`config.mk`:
```
export PLATFORM = sky130hd
export DESIGN_NAME = learning_switch_forwarder
export DESIGN_NICKNAME = d
export VERILOG_FILES = /design/src/rtl/core/lsf_pkg.sv /design/src/rtl/core/learning_switch_forwarder.sv /design/src/rtl/core/lsf_front.sv /design/src/rtl/core/lsf_back.sv
export SDC_FILE = /design/constraint.sdc
export NUM_CORES = 1
export LEC_CHECK = 0
export BUFFER_PORTS_ARGS = -buffer_cell sky130_fd_sc_hd__buf_2
export CAP_MARGIN = 20
export CORE_ASPECT_RATIO = 1.4
export CORE_MARGIN = 3
export CORE_UTILIZATION = 65
export CTS_CLUSTER_SIZE = 25
export DETAILED_ROUTE_END_ITERATION = 8
export HOLD_SLACK_MARGIN = 0.03
export PLACE_DENSITY = 0.84
export SYNTH_ARGS = -nofsm -noshare
export SYNTH_HDL_FRONTEND = slang
export SYNTH_SLANG_ARGS = --single-unit
```
`constraint.sdc`:
```
create_clock -name i_clk -period 7.1 [get_ports i_clk]
set_clock_uncertainty 0.1 [all_clocks]
set_input_delay 1.065 -clock i_clk [delete_from_list [all_inputs] [get_ports i_clk]]
set_output_delay 1.065 -clock i_clk [all_outputs]
set_load 0.03 [all_outputs]
```
`src/rtl/core/lsf_pkg.sv`:
```
// ----------------------------------------------------------------------------
// lsf_pkg
// Shared codes and types of the learning switch forwarder.
// ----------------------------------------------------------------------------
package lsf_pkg;

    localparam logic [1:0] REQ_DATA  = 2'd0;
    localparam logic [1:0] REQ_STATE = 2'd1;
    localparam logic [1:0] REQ_TICK  = 2'd2;

    localparam logic KIND_FWD    = 1'b0;
    localparam logic KIND_BEACON = 1'b1;

    localparam logic [1:0] CFG_NUM_PORTS = 2'd0;
    localparam logic [1:0] CFG_OWN_ID    = 2'd1;
    localparam logic [1:0] CFG_BCAST     = 2'd2;

    localparam logic [3:0]  NUM_PORTS_RST = 4'd8;
    localparam logic [15:0] FLOOD_DEFAULT = 16'd1000;
    localparam logic [2:0]  BEACON_PERIOD = 3'd5;

    typedef struct packed {
        logic [1:0] req;
        logic       look;
    } t_qhdr;

endpackage

```
`src/rtl/core/learning_switch_forwarder.sv`:
```
// ----------------------------------------------------------------------------
// learning_switch_forwarder
// Data beat: result follows a scan of the ports in use (one table compare
// per cycle); state and tick beats complete without a scan.
// Synchronous reset clears the table, root, beacon count and config at once.
// ----------------------------------------------------------------------------
module learning_switch_forwarder
    import lsf_pkg::*;
#(
    parameter int MAX_PORTS = 8,
    parameter int ADDR_BITS = 16
) (
    input  logic        i_clk,
    input  logic        i_rst_n,
    input  logic        i_cfg_valid,
    output logic        o_cfg_ready,
    input  logic [1:0]  i_cfg_index,
    input  logic [15:0] i_cfg_data,
    input  logic        i_in_valid,
    output logic        o_in_stall,
    input  logic [1:0]  i_req_type,
    input  logic [2:0]  i_in_port,
    input  logic [15:0] i_src_addr,
    input  logic [15:0] i_dst_addr,
    input  logic [7:0]  i_rx_root,
    output logic        o_out_valid,
    input  logic        i_out_stall,
    output logic        o_out_kind,
    output logic [7:0]  o_port_mask,
    output logic [7:0]  o_beacon_root
);

    localparam int PW = $clog2(MAX_PORTS);
    localparam int NW = $clog2(MAX_PORTS + 1);

    logic [3:0]           r_num_ports;
    logic [15:0]          r_bcast;
    logic [NW-1:0]        eff_ports;
    logic                 cfg_we;
    logic                 root_load;
    logic                 q_valid;
    logic                 q_pop;
    t_qhdr                q_hdr;
    logic [PW-1:0]        q_port;
    logic [ADDR_BITS-1:0] q_src;
    logic [ADDR_BITS-1:0] q_dst;
    logic [7:0]           q_root;

    assign o_cfg_ready = 1'b1;
    assign cfg_we      = i_cfg_valid && o_cfg_ready;
    assign root_load   = cfg_we && (i_cfg_index == CFG_OWN_ID);
    assign eff_ports   = (int'(r_num_ports) > MAX_PORTS) ? NW'(MAX_PORTS) : NW'(r_num_ports);

    // own_id lives in the back end's root register, loaded on its write
    always_ff @(posedge i_clk) begin
        if (!i_rst_n) begin
            r_num_ports <= NUM_PORTS_RST;
            r_bcast     <= FLOOD_DEFAULT;
        end else if (cfg_we) begin
            unique case (i_cfg_index)
                CFG_NUM_PORTS: r_num_ports <= i_cfg_data[3:0];
                CFG_BCAST:     r_bcast     <= i_cfg_data;
                default: ;
            endcase
        end
    end

    lsf_front #(
        .MAX_PORTS (MAX_PORTS),
        .ADDR_BITS (ADDR_BITS)
    ) u_front (
        .i_clk         (i_clk),
        .i_rst_n       (i_rst_n),
        .i_in_valid    (i_in_valid),
        .o_in_stall    (o_in_stall),
        .i_req_type    (i_req_type),
        .i_in_port     (i_in_port),
        .i_src_addr    (i_src_addr),
        .i_dst_addr    (i_dst_addr),
        .i_rx_root     (i_rx_root),
        .i_n_ports     (eff_ports),
        .i_bcast_below (r_bcast),
        .o_q_valid     (q_valid),
        .i_q_pop       (q_pop),
        .o_q_hdr       (q_hdr),
        .o_q_port      (q_port),
        .o_q_src       (q_src),
        .o_q_dst       (q_dst),
        .o_q_root      (q_root)
    );

    lsf_back #(
        .MAX_PORTS (MAX_PORTS),
        .ADDR_BITS (ADDR_BITS)
    ) u_back (
        .i_clk         (i_clk),
        .i_rst_n       (i_rst_n),
        .i_n_ports     (eff_ports),
        .i_root_load   (root_load),
        .i_own_id      (i_cfg_data[7:0]),
        .i_q_valid     (q_valid),
        .o_q_pop       (q_pop),
        .i_q_hdr       (q_hdr),
        .i_q_port      (q_port),
        .i_q_src       (q_src),
        .i_q_dst       (q_dst),
        .i_q_root      (q_root),
        .o_out_valid   (o_out_valid),
        .i_out_stall   (i_out_stall),
        .o_out_kind    (o_out_kind),
        .o_port_mask   (o_port_mask),
        .o_beacon_root (o_beacon_root)
    );

endmodule

```
`src/rtl/core/lsf_front.sv`:
```
// ----------------------------------------------------------------------------
// lsf_front
// Accepts request beats, drops ones that do nothing, queues the rest.
// ----------------------------------------------------------------------------
module lsf_front
    import lsf_pkg::*;
#(
    parameter int MAX_PORTS = 8,
    parameter int ADDR_BITS = 16,
    parameter int PW        = $clog2(MAX_PORTS),
    parameter int NW        = $clog2(MAX_PORTS + 1)
) (
    input  logic                 i_clk,
    input  logic                 i_rst_n,
    input  logic                 i_in_valid,
    output logic                 o_in_stall,
    input  logic [1:0]           i_req_type,
    input  logic [2:0]           i_in_port,
    input  logic [15:0]          i_src_addr,
    input  logic [15:0]          i_dst_addr,
    input  logic [7:0]           i_rx_root,
    input  logic [NW-1:0]        i_n_ports,
    input  logic [15:0]          i_bcast_below,
    output logic                 o_q_valid,
    input  logic                 i_q_pop,
    output t_qhdr                o_q_hdr,
    output logic [PW-1:0]        o_q_port,
    output logic [ADDR_BITS-1:0] o_q_src,
    output logic [ADDR_BITS-1:0] o_q_dst,
    output logic [7:0]           o_q_root
);

    localparam int QD = 2;

    t_qhdr                r_hdr  [QD];
    logic [PW-1:0]        r_port [QD];
    logic [ADDR_BITS-1:0] r_src  [QD];
    logic [ADDR_BITS-1:0] r_dst  [QD];
    logic [7:0]           r_root [QD];
    logic                 r_wr, n_wr;
    logic                 r_rd, n_rd;
    logic [1:0]           r_count, n_count;

    logic [ADDR_BITS-1:0] dst_m;
    logic                 keep;
    logic                 push;
    logic                 pop;
    t_qhdr                hdr;

    assign dst_m      = ADDR_BITS'(i_dst_addr);
    assign o_in_stall = (r_count == 2'd2);

    always_comb begin
        keep = 1'b0;
        unique case (i_req_type)
            REQ_DATA:  keep = (32'(i_in_port) < 32'(i_n_ports));
            REQ_STATE: keep = 1'b1;
            REQ_TICK:  keep = 1'b1;
            default:   keep = 1'b0;
        endcase
        hdr.req  = i_req_type;
        hdr.look = (32'(dst_m) >= 32'(i_bcast_below));
    end

    assign push = i_in_valid && !o_in_stall && keep;
    assign pop  = i_q_pop && o_q_valid;

    always_comb begin
        n_wr    = push ? ~r_wr : r_wr;
        n_rd    = pop  ? ~r_rd : r_rd;
        n_count = r_count + 2'(push) - 2'(pop);
    end

    always_ff @(posedge i_clk) begin
        if (!i_rst_n) begin
            r_wr    <= 1'b0;
            r_rd    <= 1'b0;
            r_count <= 2'd0;
        end else begin
            r_wr    <= n_wr;
            r_rd    <= n_rd;
            r_count <= n_count;
        end
    end

    always_ff @(posedge i_clk) begin
        if (push) begin
            r_hdr[r_wr]  <= hdr;
            r_port[r_wr] <= PW'(i_in_port);
            r_src[r_wr]  <= ADDR_BITS'(i_src_addr);
            r_dst[r_wr]  <= dst_m;
            r_root[r_wr] <= i_rx_root;
        end
    end

    assign o_q_valid = (r_count != 2'd0);
    assign o_q_hdr   = r_hdr[r_rd];
    assign o_q_port  = r_port[r_rd];
    assign o_q_src   = r_src[r_rd];
    assign o_q_dst   = r_dst[r_rd];
    assign o_q_root  = r_root[r_rd];

endmodule

```
`src/rtl/core/lsf_back.sv`:
```
// ----------------------------------------------------------------------------
// lsf_back
// Learns, scans the address table one port per cycle, tracks root and
// beacon timing, and holds the result beat.
// ----------------------------------------------------------------------------
module lsf_back
    import lsf_pkg::*;
#(
    parameter int MAX_PORTS = 8,
    parameter int ADDR_BITS = 16,
    parameter int PW        = $clog2(MAX_PORTS),
    parameter int NW        = $clog2(MAX_PORTS + 1)
) (
    input  logic                 i_clk,
    input  logic                 i_rst_n,
    input  logic [NW-1:0]        i_n_ports,
    input  logic                 i_root_load,
    input  logic [7:0]           i_own_id,
    input  logic                 i_q_valid,
    output logic                 o_q_pop,
    input  t_qhdr                i_q_hdr,
    input  logic [PW-1:0]        i_q_port,
    input  logic [ADDR_BITS-1:0] i_q_src,
    input  logic [ADDR_BITS-1:0] i_q_dst,
    input  logic [7:0]           i_q_root,
    output logic                 o_out_valid,
    input  logic                 i_out_stall,
    output logic                 o_out_kind,
    output logic [7:0]           o_port_mask,
    output logic [7:0]           o_beacon_root
);

    typedef enum logic [1:0] {
        S_IDLE = 2'b01,
        S_SCAN = 2'b10
    } t_state;

    t_state               r_state, n_state;
    logic [PW-1:0]        r_idx, n_idx;
    logic [PW-1:0]        r_port, n_port;
    logic [ADDR_BITS-1:0] r_dst, n_dst;
    logic                 r_look, n_look;
    logic [ADDR_BITS-1:0] r_table [MAX_PORTS];
    logic [NW-1:0]        r_last, n_last;
    logic [7:0]           r_root, n_root;
    logic [2:0]           r_bcnt, n_bcnt;
    logic                 r_out_valid, n_out_valid;
    logic                 r_out_kind, n_out_kind;
    logic [7:0]           r_out_mask, n_out_mask;
    logic [7:0]           r_out_root, n_out_root;

    logic                 tbl_we;
    logic                 hit;
    logic                 last;
    logic [MAX_PORTS-1:0] one;

    function automatic logic [MAX_PORTS-1:0] flood(logic [NW-1:0] n, logic [NW-1:0] ex);
        logic [MAX_PORTS-1:0] m;
        m = '0;
        for (int i = 0; i < MAX_PORTS; i++) begin
            m[i] = (i < int'(n)) && (i != int'(ex));
        end
        return m;
    endfunction

    assign one     = MAX_PORTS'(1);
    assign o_q_pop = (r_state == S_IDLE) && i_q_valid && (!r_out_valid || !i_out_stall);
    assign hit     = r_look && (r_table[r_idx] == r_dst);
    assign last    = (int'(r_idx) + 1 >= int'(i_n_ports));

    always_comb begin
        n_state     = r_state;
        n_idx       = r_idx;
        n_port      = r_port;
        n_dst       = r_dst;
        n_look      = r_look;
        n_last      = r_last;
        n_root      = r_root;
        n_bcnt      = r_bcnt;
        n_out_valid = r_out_valid && i_out_stall;
        n_out_kind  = r_out_kind;
        n_out_mask  = r_out_mask;
        n_out_root  = r_out_root;
        tbl_we      = 1'b0;
        unique case (r_state)
            S_IDLE: begin
                if (o_q_pop) begin
                    unique case (i_q_hdr.req)
                        REQ_DATA: begin
                            tbl_we  = 1'b1;
                            n_last  = NW'(i_q_port);
                            n_port  = i_q_port;
                            n_dst   = i_q_dst;
                            n_look  = i_q_hdr.look;
                            n_idx   = '0;
                            n_state = S_SCAN;
                        end
                        REQ_STATE: begin
                            if (i_q_root < r_root) begin
                                n_root = i_q_root;
                            end
                        end
                        REQ_TICK: begin
                            if (r_bcnt == BEACON_PERIOD) begin
                                n_bcnt      = 3'd1;
                                n_out_valid = 1'b1;
                                n_out_kind  = KIND_BEACON;
                                n_out_mask  = 8'(flood(i_n_ports, r_last));
                                n_out_root  = r_root;
                            end else begin
                                n_bcnt = r_bcnt + 3'd1;
                            end
                        end
                        default: ;
                    endcase
                end
            end
            S_SCAN: begin
                if (hit) begin
                    n_out_valid = 1'b1;
                    n_out_kind  = KIND_FWD;
                    n_out_mask  = 8'(one << r_idx);
                    n_out_root  = 8'd0;
                    n_state     = S_IDLE;
                end else if (!r_look || last) begin
                    n_out_valid = 1'b1;
                    n_out_kind  = KIND_FWD;
                    n_out_mask  = 8'(flood(i_n_ports, NW'(r_port)));
                    n_out_root  = 8'd0;
                    n_state     = S_IDLE;
                end else begin
                    n_idx = r_idx + PW'(1);
                end
            end
            default: n_state = S_IDLE;
        endcase
        if (i_root_load) begin
            n_root = i_own_id;
        end
    end

    always_ff @(posedge i_clk) begin
        if (!i_rst_n) begin
            r_state     <= S_IDLE;
            r_last      <= NW'(MAX_PORTS);
            r_root      <= 8'd0;
            r_bcnt      <= 3'd0;
            r_out_valid <= 1'b0;
            for (int i = 0; i < MAX_PORTS; i++) begin
                r_table[i] <= '0;
            end
        end else begin
            r_state     <= n_state;
            r_last      <= n_last;
            r_root      <= n_root;
            r_bcnt      <= n_bcnt;
            r_out_valid <= n_out_valid;
            if (tbl_we) begin
                r_table[i_q_port] <= i_q_src;
            end
        end
    end

    always_ff @(posedge i_clk) begin
        r_idx      <= n_idx;
        r_port     <= n_port;
        r_dst      <= n_dst;
        r_look     <= n_look;
        r_out_kind <= n_out_kind;
        r_out_mask <= n_out_mask;
        r_out_root <= n_out_root;
    end

    assign o_out_valid   = r_out_valid;
    assign o_out_kind    = r_out_kind;
    assign o_port_mask   = r_out_mask;
    assign o_beacon_root = r_out_root;

endmodule

```
# Yosys cells after proc, flatten, opt, wreduce, memory -nomap -nowiden
# Memories as Yosys holds them, arrays and structs flattened. A register that Yosys moved wholly into a read port is not among the register bits.
# Index checks and enable logic that the tools add are counted.
# word_totals
register_bits	66
latchBits	0
mem_bits_rw	220
romBits	0
input_bits	68
output_inout_bits	20
elab_cells	189
n_memories	6
# memory_table
name	depth	width	read_ports	rd_clocked_by_memory_dff	wr	line_no	rtl
u_back.r_table	8	16	1	1	8	lsf_back.sv:43	logic [ADDR_BITS-1:0] r_table [MAX_PORTS];
u_front.r_dst	2	16	1	1	1	lsf_front.sv:38	logic [ADDR_BITS-1:0] r_dst [QD];
u_front.r_src	2	16	1	1	1	lsf_front.sv:37	logic [ADDR_BITS-1:0] r_src [QD];
u_front.r_root	2	8	1	1	1	lsf_front.sv:39	logic [7:0] r_root [QD];
u_front.r_hdr	2	3	1	1	1	lsf_front.sv:35	t_qhdr r_hdr [QD];
u_front.r_port	2	3	1	1	1	lsf_front.sv:36	logic [PW-1:0] r_port [QD];
# classes
add_sub_neg	5
mul	0
div_mod_pow	0
n_lt_le_gt_ge	13
eq_ne	32
n_shift	1
n_mux	63
bitwise	2
reduce_logical	51
# ops
cell	n
8-bit 2-to-1 mux	15
32-bit by 5-bit >= comparator with 1-bit output	1
8-bit one-hot mux with 2 select lines	2
1-bit 2-to-1 mux	28
1-bit logical AND	24
3-bit 2-to-1 mux	7
16-bit == test	1
16-bit >= comparator	1
3-bit by 4-bit < comparator with 1-bit output, first input constant	4
16-bit 2-to-1 mux	1
4-bit != test, first input constant	4
16-bit OR reduction	1
2-bit != test, second input constant	6
3-bit != test, first input constant	4
2-bit nonzero test	6
2-bit == test, second input constant	5
5-bit AND reduction	2
3-bit AND reduction	3
2-bit by 1-bit == test with 1-bit output, second input constant	4
1-bit by 4-bit < comparator with 1-bit output, first input constant	2
2-bit by 4-bit < comparator with 1-bit output, first input constant	2
8-bit < comparator	1
2-bit 2-to-1 mux	4
3-bit by 4-bit != test with 1-bit output, first input constant	2
25 further kinds	37

# Depth between registers and ports, before layout
# Gate-level depths: netlist (run 1).
# logic_depth
depth_word	10
mapped_depth	13
ltp_nobuf	12

# Cells and area by module
# A second synthesis (run 1) with hierarchy kept.
# hier_totals
hier_cells	1010
area_unflattened_um2	13960.9
# by_module_without_submodules
module	instances	cells_each	area_each_um2
lsf_back	1	683	9009.9
lsf_front	1	236	4092.7
learning_switch_forwarder	1	91	858.3

# Worst setup path before layout (run 1)
# No wires, ideal clock.
# synth_timing
kind	input to register
startpoint	input port i_in_port[0]
endpoint	memory u_front.r_dst[0][0], enable pin
setup_ps	456
arrival_time_ps	4559
t_required_ps	6544
path_slack_ps	1985
path_stages	7
cell_sequence	or3b_2 -> a21o_1 -> a21oi_1 -> o21a_1 -> nor2_1 -> nor4b_1 -> nor2b_1
# synth_via
elab_chain_len	5
# synth_lines
element	line_no	rtl
start: declaration	learning_switch_forwarder.sv:22	input logic [2:0] i_in_port,
3-bit by 4-bit < comparator with 1-bit output	lsf_front.sv:56	REQ_DATA: keep = (32'(i_in_port) < 32'(i_n_ports));
1-bit one-hot mux with 2 select lines	lsf_front.sv:55	unique case (i_req_type)
1-bit logical AND	lsf_front.sv:65	assign push = i_in_valid && !o_in_stall && keep;
1-bit 2-to-1 mux	lsf_front.sv:87	if (push) begin
1-bit 2-to-1 mux (implied by the code)	lsf_front.sv:91	r_dst[r_wr] <= dst_m;
end: declaration	lsf_front.sv:38	
# No other way between the ends.

==> results_dict.tcl, run 1 <==
set metrics [dict create \
    status "completed" \
    dr.pass1.iters 7 \
    drive_gt1_share_pct 18.0 \
    drt-initial-drc-count 782 \
    relSlewSlack_pct 24.3 \
    area_growth_pct 12.2 \
    netlist_area_um2 13400 \
    final_antenna_net_count 0 \
    dp.cells 1291 \
    grt_antenna_before_repair 1 \
    async_reset_ff_share_pct 0 \
    arrival_ns 4.33 \
    clockBufferDepth 3 \
    hpwlAfterDp_mm 19.6 \
    period_minus_slack_ns 4.37 \
    path_cells "buf_4 > nor3_1 > o21ai_1 > inv_1 > nand2_1 > or3_1 > nand2_1" \
    design_area_um2 15000 \
    synth_top_cells_by_count "edfxtp_1, nor2_1, nand2_1" \
    finalNonFillerCells 1343 \
    seq_area_frac_synth_pct 65.1 \
    hp-class "register to register" \
    netlist_top_cells_area "edfxtp_1, dfxtp_1, mux2i_1" \
    grt_overflow 0 \
    cts-htree-levels 1 \
    antennaDiodeCount 0 \
    rows 61 \
    wirelength_mm 29.6 \
    clkLatencyLatePin_ns 0.54 \
    die_x_um 127 \
    gp_congestion 0.918 \
    die_area_um2 22400 \
    ys_ff_latch 306 \
    syn_area_per_cell_um2 13.5 \
    p_leak_uw 0.00562 \
    die_y_um 176 \
    postCtsHoldBufs 0 \
    fin_nets 1179 \
    setup_ws_ns 2.73 \
    path_common_cell "nand2_1" \
    cts_buffers 27 \
    nFillCells 1182 \
    synth.distinct_cells 61 \
    synth_edf_count 260 \
    cp-end-kind "register" \
    synth.largest_area_cell "edfxtp_1" \
    ios 88 \
    cts_tree "yes" \
    viasPerCell 6.19 \
    syn_nets 1101 \
    fin_crit_sh_pct 61.6 \
    max_stage_delay_ns 0.68 \
    final_max_slew_viol_count 0 \
    wl_per_cell_um 22.1 \
    yosysTopAreaCellShare_pct 58.2 \
    setup_viol 0 \
    rsz0062_at_grt "no" \
    hold_viol_final 0 \
    start_kind "register" \
    via_count 8311 \
    worst_pin_slew_ns 1.13 \
    grt_max_degree 59 \
    irDropWorstVdd_v 0.000237 \
    min_delay_path_depth 2 \
    clkSlewWorstSetupHoldPaths_ns 0.06 \
    numPortBuffers 86 \
    post_cts_buffers 0 \
    fmax_mhz 229 \
    synthCells 992 \
    cts_resized 0 \
    yosys.cell_count.top_type "edfxtp_1" \
    pre_cts_ws_ns 2.45 \
    synth_ff_type "edfxtp_1" \
    cp_max_fo 24 \
    maxCapViolations 0 \
    final.setup.tns_ns 0 \
    grt_pass1_vias 8502 \
    initial_core_util_pct 66.8 \
    core_um2 20100 \
    register_area_um2 8730 \
    ff2ff_path_depth 7 \
    cts.sinks 306 \
    ys.warnings.count 0 \
    drc 0 \
    cp.required_ns 7.06 \
    grt_use_total_pct 26.7 \
    cp_slowest_cell "nand2_1" \
    multiInputGateArea_um2 4310 \
    fin_util_pct 75.0 \
    grt_pass1_wl_mm 45.8 \
    critPathKind "register to register" \
    dpl_cell_area_um2 14000 \
    cellPowerDensity_nw_per_um2 334 \
    root_buffer "clkbuf_16" \
]
## worst max-delay path: cells and delay by family, from the launching register on
kind	cells	cell delay (ns)
AO/OA/AOI/OAI	1	0.53
buffers and inverters	2	1.01
flip-flops	1	0.54
AND/OR/NAND/NOR	4	1.67
## layout make-up
cell class	count	area share, %
Timing Repair Buffer	95	3.66
Inverter	44	1.10
Clock buffer	36	4.85
Tap cell	252	2.10
Multi-Input combinational cell	596	28.6
Clock inverter	14	1.65
Sequential cell	306	58.0
## placed cells by master (no fill, tap or decap), types with 4 or more instances in the layout
| master | count |
|---|---|
| buf_2 | 86 |
| a21o_1 | 12 |
| nor3b_1 | 4 |
| or3_1 | 7 |
| mux2_2 | 30 |
| dfxtp_1 | 44 |
| ha_1 | 41 |
| nor3_1 | 8 |
| mux4_2 | 20 |
| and2_1 | 13 |
| o21ai_0 | 13 |
| xor2_1 | 7 |
| xnor2_1 | 11 |
| edfxtp_1 | 260 |
| a21oi_1 | 15 |
| clkbuf_16 | 27 |
| nor2b_1 | 17 |
| nand2_1 | 68 |
| nand3_1 | 10 |
| a22oi_1 | 7 |
| clkbuf_1 | 7 |
| a21boi_0 | 11 |
| nand4_1 | 8 |
| mux2i_1 | 66 |
| o21a_1 | 4 |
| buf_4 | 6 |
| nand2b_1 | 4 |
| nand3b_1 | 5 |
| o211ai_1 | 14 |
| nor2_1 | 153 |
| a31oi_1 | 4 |
| inv_1 | 44 |
| bufinv_16 | 7 |
## state kept, by name (all words and copies together) (netlist names), 2 cells and up, named ones only
name,flops
r_bcast,16
r_num_ports,4
u_back.o_beacon_root,8
u_back.o_port_mask,8
u_back.r_bcnt,3
u_back.r_dst,16
u_back.r_idx,3
u_back.r_last,4
u_back.r_port,3
u_back.r_root,8
u_back.r_state,2
u_back.r_table,128
u_front.r_count,2
u_front.r_dst,32
u_front.r_hdr,6
u_front.r_port,6
u_front.r_root,16
u_front.r_src,32
## kinds of logic after synthesis
| logic type | share of synthesized area (%) |
|---|---|
| and+or+nand+nor | 10.7 |
| DFF | 65.1 |
| muxes | 10.8 |
| AOI/OAI and AO/OA | 5.45 |
| buffers and inverters | 2.90 |
| adders and majority gates | 3.82 |
| xor gates and xnor gates | 1.18 |
| other | 0.0280 |
## stage by stage
stage	hold WS, ns	power (uW)
final	0.366	5020
after detailed placement	0.360	3430
after global placement	0.350	3350
after global routing	0.402	5220
after floorplan	0.331	3100
after CTS	0.369	5020
## where the power goes
group	switching [uW]	internal (uW)	total, uW
Combinational	667	497	1160
Sequential	123	2140	2260
Clock	624	977	1600
## path summary, 6_finish.rpt
path	start	end	slack, ns
worst max-delay path	register	u_back.r_table[0][5]	2.73
worst min-delay path	r_bcast[12]	r_bcast[12]	0.37
worst max register to register	register	u_back.r_table[0][5]	2.73
worst min register to register	r_bcast[12]	r_bcast[12]	0.37
## layer usage
metal,global-route usage (%),vias up,part of all wire [%]
met4,11.0,2,4.1
li1,-,3772,-
met1,31.0,3999,34
met3,4.36,100,7.5
met2,48.6,438,54
met5,0,-,0.024
No activity file was read; power rests on OpenSTA's default activity.
==> inputs of run 2 (changes only) <==
--- a/config.mk
+++ b/config.mk
@@ -5,15 +5,16 @@
 export SDC_FILE = /design/constraint.sdc
 export NUM_CORES = 1
 export LEC_CHECK = 0
+export ABC_AREA = 1
 export BUFFER_PORTS_ARGS = -buffer_cell sky130_fd_sc_hd__buf_2
 export CAP_MARGIN = 20
 export CORE_ASPECT_RATIO = 1.4
 export CORE_MARGIN = 3
-export CORE_UTILIZATION = 65
+export CORE_UTILIZATION = 61
 export CTS_CLUSTER_SIZE = 25
 export DETAILED_ROUTE_END_ITERATION = 8
 export HOLD_SLACK_MARGIN = 0.03
-export PLACE_DENSITY = 0.84
+export PLACE_DENSITY = 0.79
 export SYNTH_ARGS = -nofsm -noshare
 export SYNTH_HDL_FRONTEND = slang
 export SYNTH_SLANG_ARGS = --single-unit
==> constraint.sdc (replaced) <==
create_clock -name i_clk -period 4.1 [get_ports i_clk]
set_clock_uncertainty 0.1 [all_clocks]
set_input_delay 0.615 -clock i_clk [delete_from_list [all_inputs] [get_ports i_clk]]
set_output_delay 0.615 -clock i_clk [all_outputs]
set_load 0.03 [all_outputs]
==> run 2 against run 1 <==
  * Maximum frequency is 35% higher
  * Cell count is 40% higher
  * Sequential share of layout area is 3.1 points lower
  * Critical path depth is 4 higher
  * Register-to-register slack worse by 1.9 ns
  * Setup slack worse by 1.9 ns
  * Total power is 96% higher
  * Critical endpoint is now u_front.r_src[0][6]
  * Largest cell class unchanged
  * Largest power group unchanged
==> results_dict.tcl, run 2 <==
set metrics [dict create \
    root_buffer "clkbuf_16" \
    wl_per_cell_um 17.4 \
    wirelength_mm 32.7 \
    max_stage_delay_ns 0.43 \
    via_count 10500 \
    synth_top_cells_by_count "nand2_1, edfxtp_1, nor2_1" \
    hold_viol_final 0 \
    final_max_slew_viol_count 0 \
    yosysTopAreaCellShare_pct 55.0 \
    ys_ff_latch 306 \
    reg2reg_to "u_front.r_src[0][6]" \
    cp_max_fo 40 \
    worst_pin_slew_ns 0.938 \
    netlist_area_um2 14200 \
    intPower_uw 6270 \
    ys.warnings.count 0 \
    r2r-start "r_num_ports[3]" \
    multiInputGateArea_um2 4520 \
    nFillCells 1671 \
    cts_tree "yes" \
    syn_area_per_cell_um2 9.64 \
    power_frac_comb_pct 32.2 \
    die_x_um 135 \
    relSlewSlack_pct 35.7 \
    syn_nets 1581 \
    cp_slowest_cell "dfxtp_1" \
    fin_crit_sh_pct 78.8 \
    setup_viol 0 \
    cp.required_ns 4.24 \
    cts.sinks 306 \
    viasPerCell 5.61 \
    dr.pass1.iters 5 \
    p_leak_uw 0.00680 \
    synth-compound-area-share_pct 5.10 \
    period_minus_slack_ns 3.23 \
    clkSlewWorstSetupHoldPaths_ns 0.06 \
    final_common_cell "nand2_1" \
    synth_mux_area_share_pct 1.13 \
    postCtsHoldBufs 0 \
    min_delay_path_depth 1 \
    crit_buf_inv 3 \
    grt_max_degree 71 \
    seq_power_share_pct 40.4 \
    min_from "i_rx_root[5]" \
    hold_end "u_front.r_root[0][5]" \
    switchingPower_uw 3590 \
    ios 88 \
    p_clk_share_pct 27.4 \
    hp-class "primary input to register" \
    path_cells "clkinv_1 > o21ai_0 > ha_1 > o21ai_0 > nand2_1 > a21oi_1 > o21ai_0 > a21boi_0 > inv_1 > nor2_4 > buf_12" \
    hold_slack_ns 0.152 \
    crit_path_start "r_num_ports[3]" \
    synth_edf_count 260 \
    grt_pass1_vias 10200 \
    largest-register "u_back.r_table" \
    ff2ff_path_depth 11 \
    cts_buffers 29 \
    rsz0062_at_grt "no" \
    largest_register_ffs 128 \
    synth_ff_type "edfxtp_1" \
    cellPowerDensity_nw_per_um2 621 \
    wl_met3_mm 2.19 \
    synth_xor_xnor_area_share_pct 0.0617 \
    arrival_ns 3.37 \
    seq_area_frac_synth_pct 61.5 \
    path_common_cell "o21ai_0" \
    status "completed" \
    numPortBuffers 86 \
    antennaDiodeCount 0 \
    fin_nets 1665 \
    final_antenna_net_count 0 \
    start_kind "register" \
    cts_resized 0 \
    switching_share_pct 36.4 \
    cp-end-kind "register" \
    yosys.cell_count.top_type "nand2_1" \
    initial_core_util_pct 62.6 \
    drt-initial-drc-count 848 \
    clockBufferDepth 3 \
    die_y_um 186 \
    grt_use_total_pct 25.9 \
    synth.largest_area_cell "edfxtp_1" \
    async_reset_ff_share_pct 0 \
    irDropWorstVdd_v 0.000495 \
    die_area_um2 25200 \
    area_growth_pct 11.9 \
    synth_top_family_by_area "simple AND/OR/NAND/NOR gates" \
    grt_pass1_wl_mm 51.2 \
    synthCells 1472 \
    critPathKind "register to register" \
    core_um2 22700 \
    mostFrequentLayoutCells "nand2_1, edfxtp_1, nor2_1, inv_1, nand3_1" \
    rrSetupSlack_ns 0.87 \
    drive_gt1_share_pct 11.0 \
    yosys.area_share.simple_pct 21.8 \
    grt_overflow 0 \
    rows 65 \
    gp_congestion 0.928 \
    maxCapViolations 0 \
    fmax_mhz 310 \
    synth-adder-area-share_pct 3.61 \
    wl_met2_mm 16.8 \
    grt_antenna_before_repair 0 \
    final.setup.tns_ns 0 \
    routed.top_layer "met4" \
    cts-htree-levels 1 \
    top_regs "u_back.r_table: 128 flops, u_front.r_dst: 32 flops, u_front.r_src: 32 flops" \
    post_cts_buffers 0 \
    clkLatencyLatePin_ns 0.55 \
    synth.distinct_cells 43 \
    hpwlAfterDp_mm 23.0 \
    drc 0 \
    register_area_um2 8730 \
    netlist_top_cells_area "edfxtp_1, nand2_1, dfxtp_1" \
    m1WireLength_mm 11.9 \
    crit_family "compound AO/OA/AOI/OAI gates" \
]
run 2: changes by cell type in the layout (fill, tap and decap cells not counted), sizes merged, moves of 14 or more:
cell,previous run,this run
mux4,20,0
a21oi,15,46
nor2b,18,0
nand3,10,99
nor2,153,208
and2,14,0
mux2,30,0
inv,45,181
mux2i,66,16
nand2,69,391
o21ai,16,54
run 2: worst max-delay path by stage:
stage	end	slack, ns	cells past startpoint
finish	u_front.r_src[0][6]	0.87	11
global route	u_front.r_hdr[1][1]	0.62	11
CTS	u_front.r_hdr[1][2]	0.88	11
detailed placement	u_front.r_dst[1][9]	0.89	11
global placement	u_front.r_root[1][2]	0.96	11
floorplan	u_front.r_dst[1][0]	0.64	10
run 2: layer usage:
| layer | global-route usage, % | vias to the layer above |
|---|---|---|
| met2 | 45.6 | 469 |
| met1 | 30.2 | 4922 |
| li1 | - | 5035 |
| met5 | 0 | - |
| met4 | 13.3 | 0 |
| met3 | 3.99 | 115 |
run 2: final cells by class:
class                           count  share of cell area [%]
Clock buffer                       36                    4.80
Tap cell                          301                    2.37
Sequential cell                   306                    55.0
Clock inverter                     18                    1.28
Inverter                          180                    4.27
Multi-Input combinational cell    934                    28.5
Timing Repair Buffer              105                    3.84
run 2: power groups by stage:
stage / logic [uW] / clock network (uW) / registers (uW)
finish: 3180 / 2700 / 3980
detailed placement: 3120 / 0 / 4050
global placement: 3020 / 0 / 4030
floorplan: 2230 / 0 / 4050
CTS: 3140 / 2730 / 3980
global route: 3540 / 2840 / 4010
run 2: cell families (layout without fill, tap and decap cells):
logic type | after synthesis | in the layout
AO/OA/AOI/OAI | 130 | 130
XOR/XNOR | 1 | 1
adder cells (fa/ha/maj) | 41 | 41
buffers and inverters | 232 | 339
flip-flops | 306 | 306
multiplexers | 16 | 16
other | 1 | 1
AND/OR/NAND/NOR | 745 | 745
run 2: through the flow:
stage | cells | area (um^2) | util, % | total power (uW) | setup WS, ns
finish | 1880 | 15900 | 70.0 | 9860 | 0.870
global route | 1880 | 15900 | 70.0 | 10400 | 0.620
CTS | 1880 | 15900 | 70.0 | 9850 | 0.875
detailed placement | 1826 | 14900 | 65.8 | 7160 | 0.893
global placement | 1826 | 14900 | 65.8 | 7060 | 0.957
floorplan | 1472 | 14200 | - | 6280 | 0.638
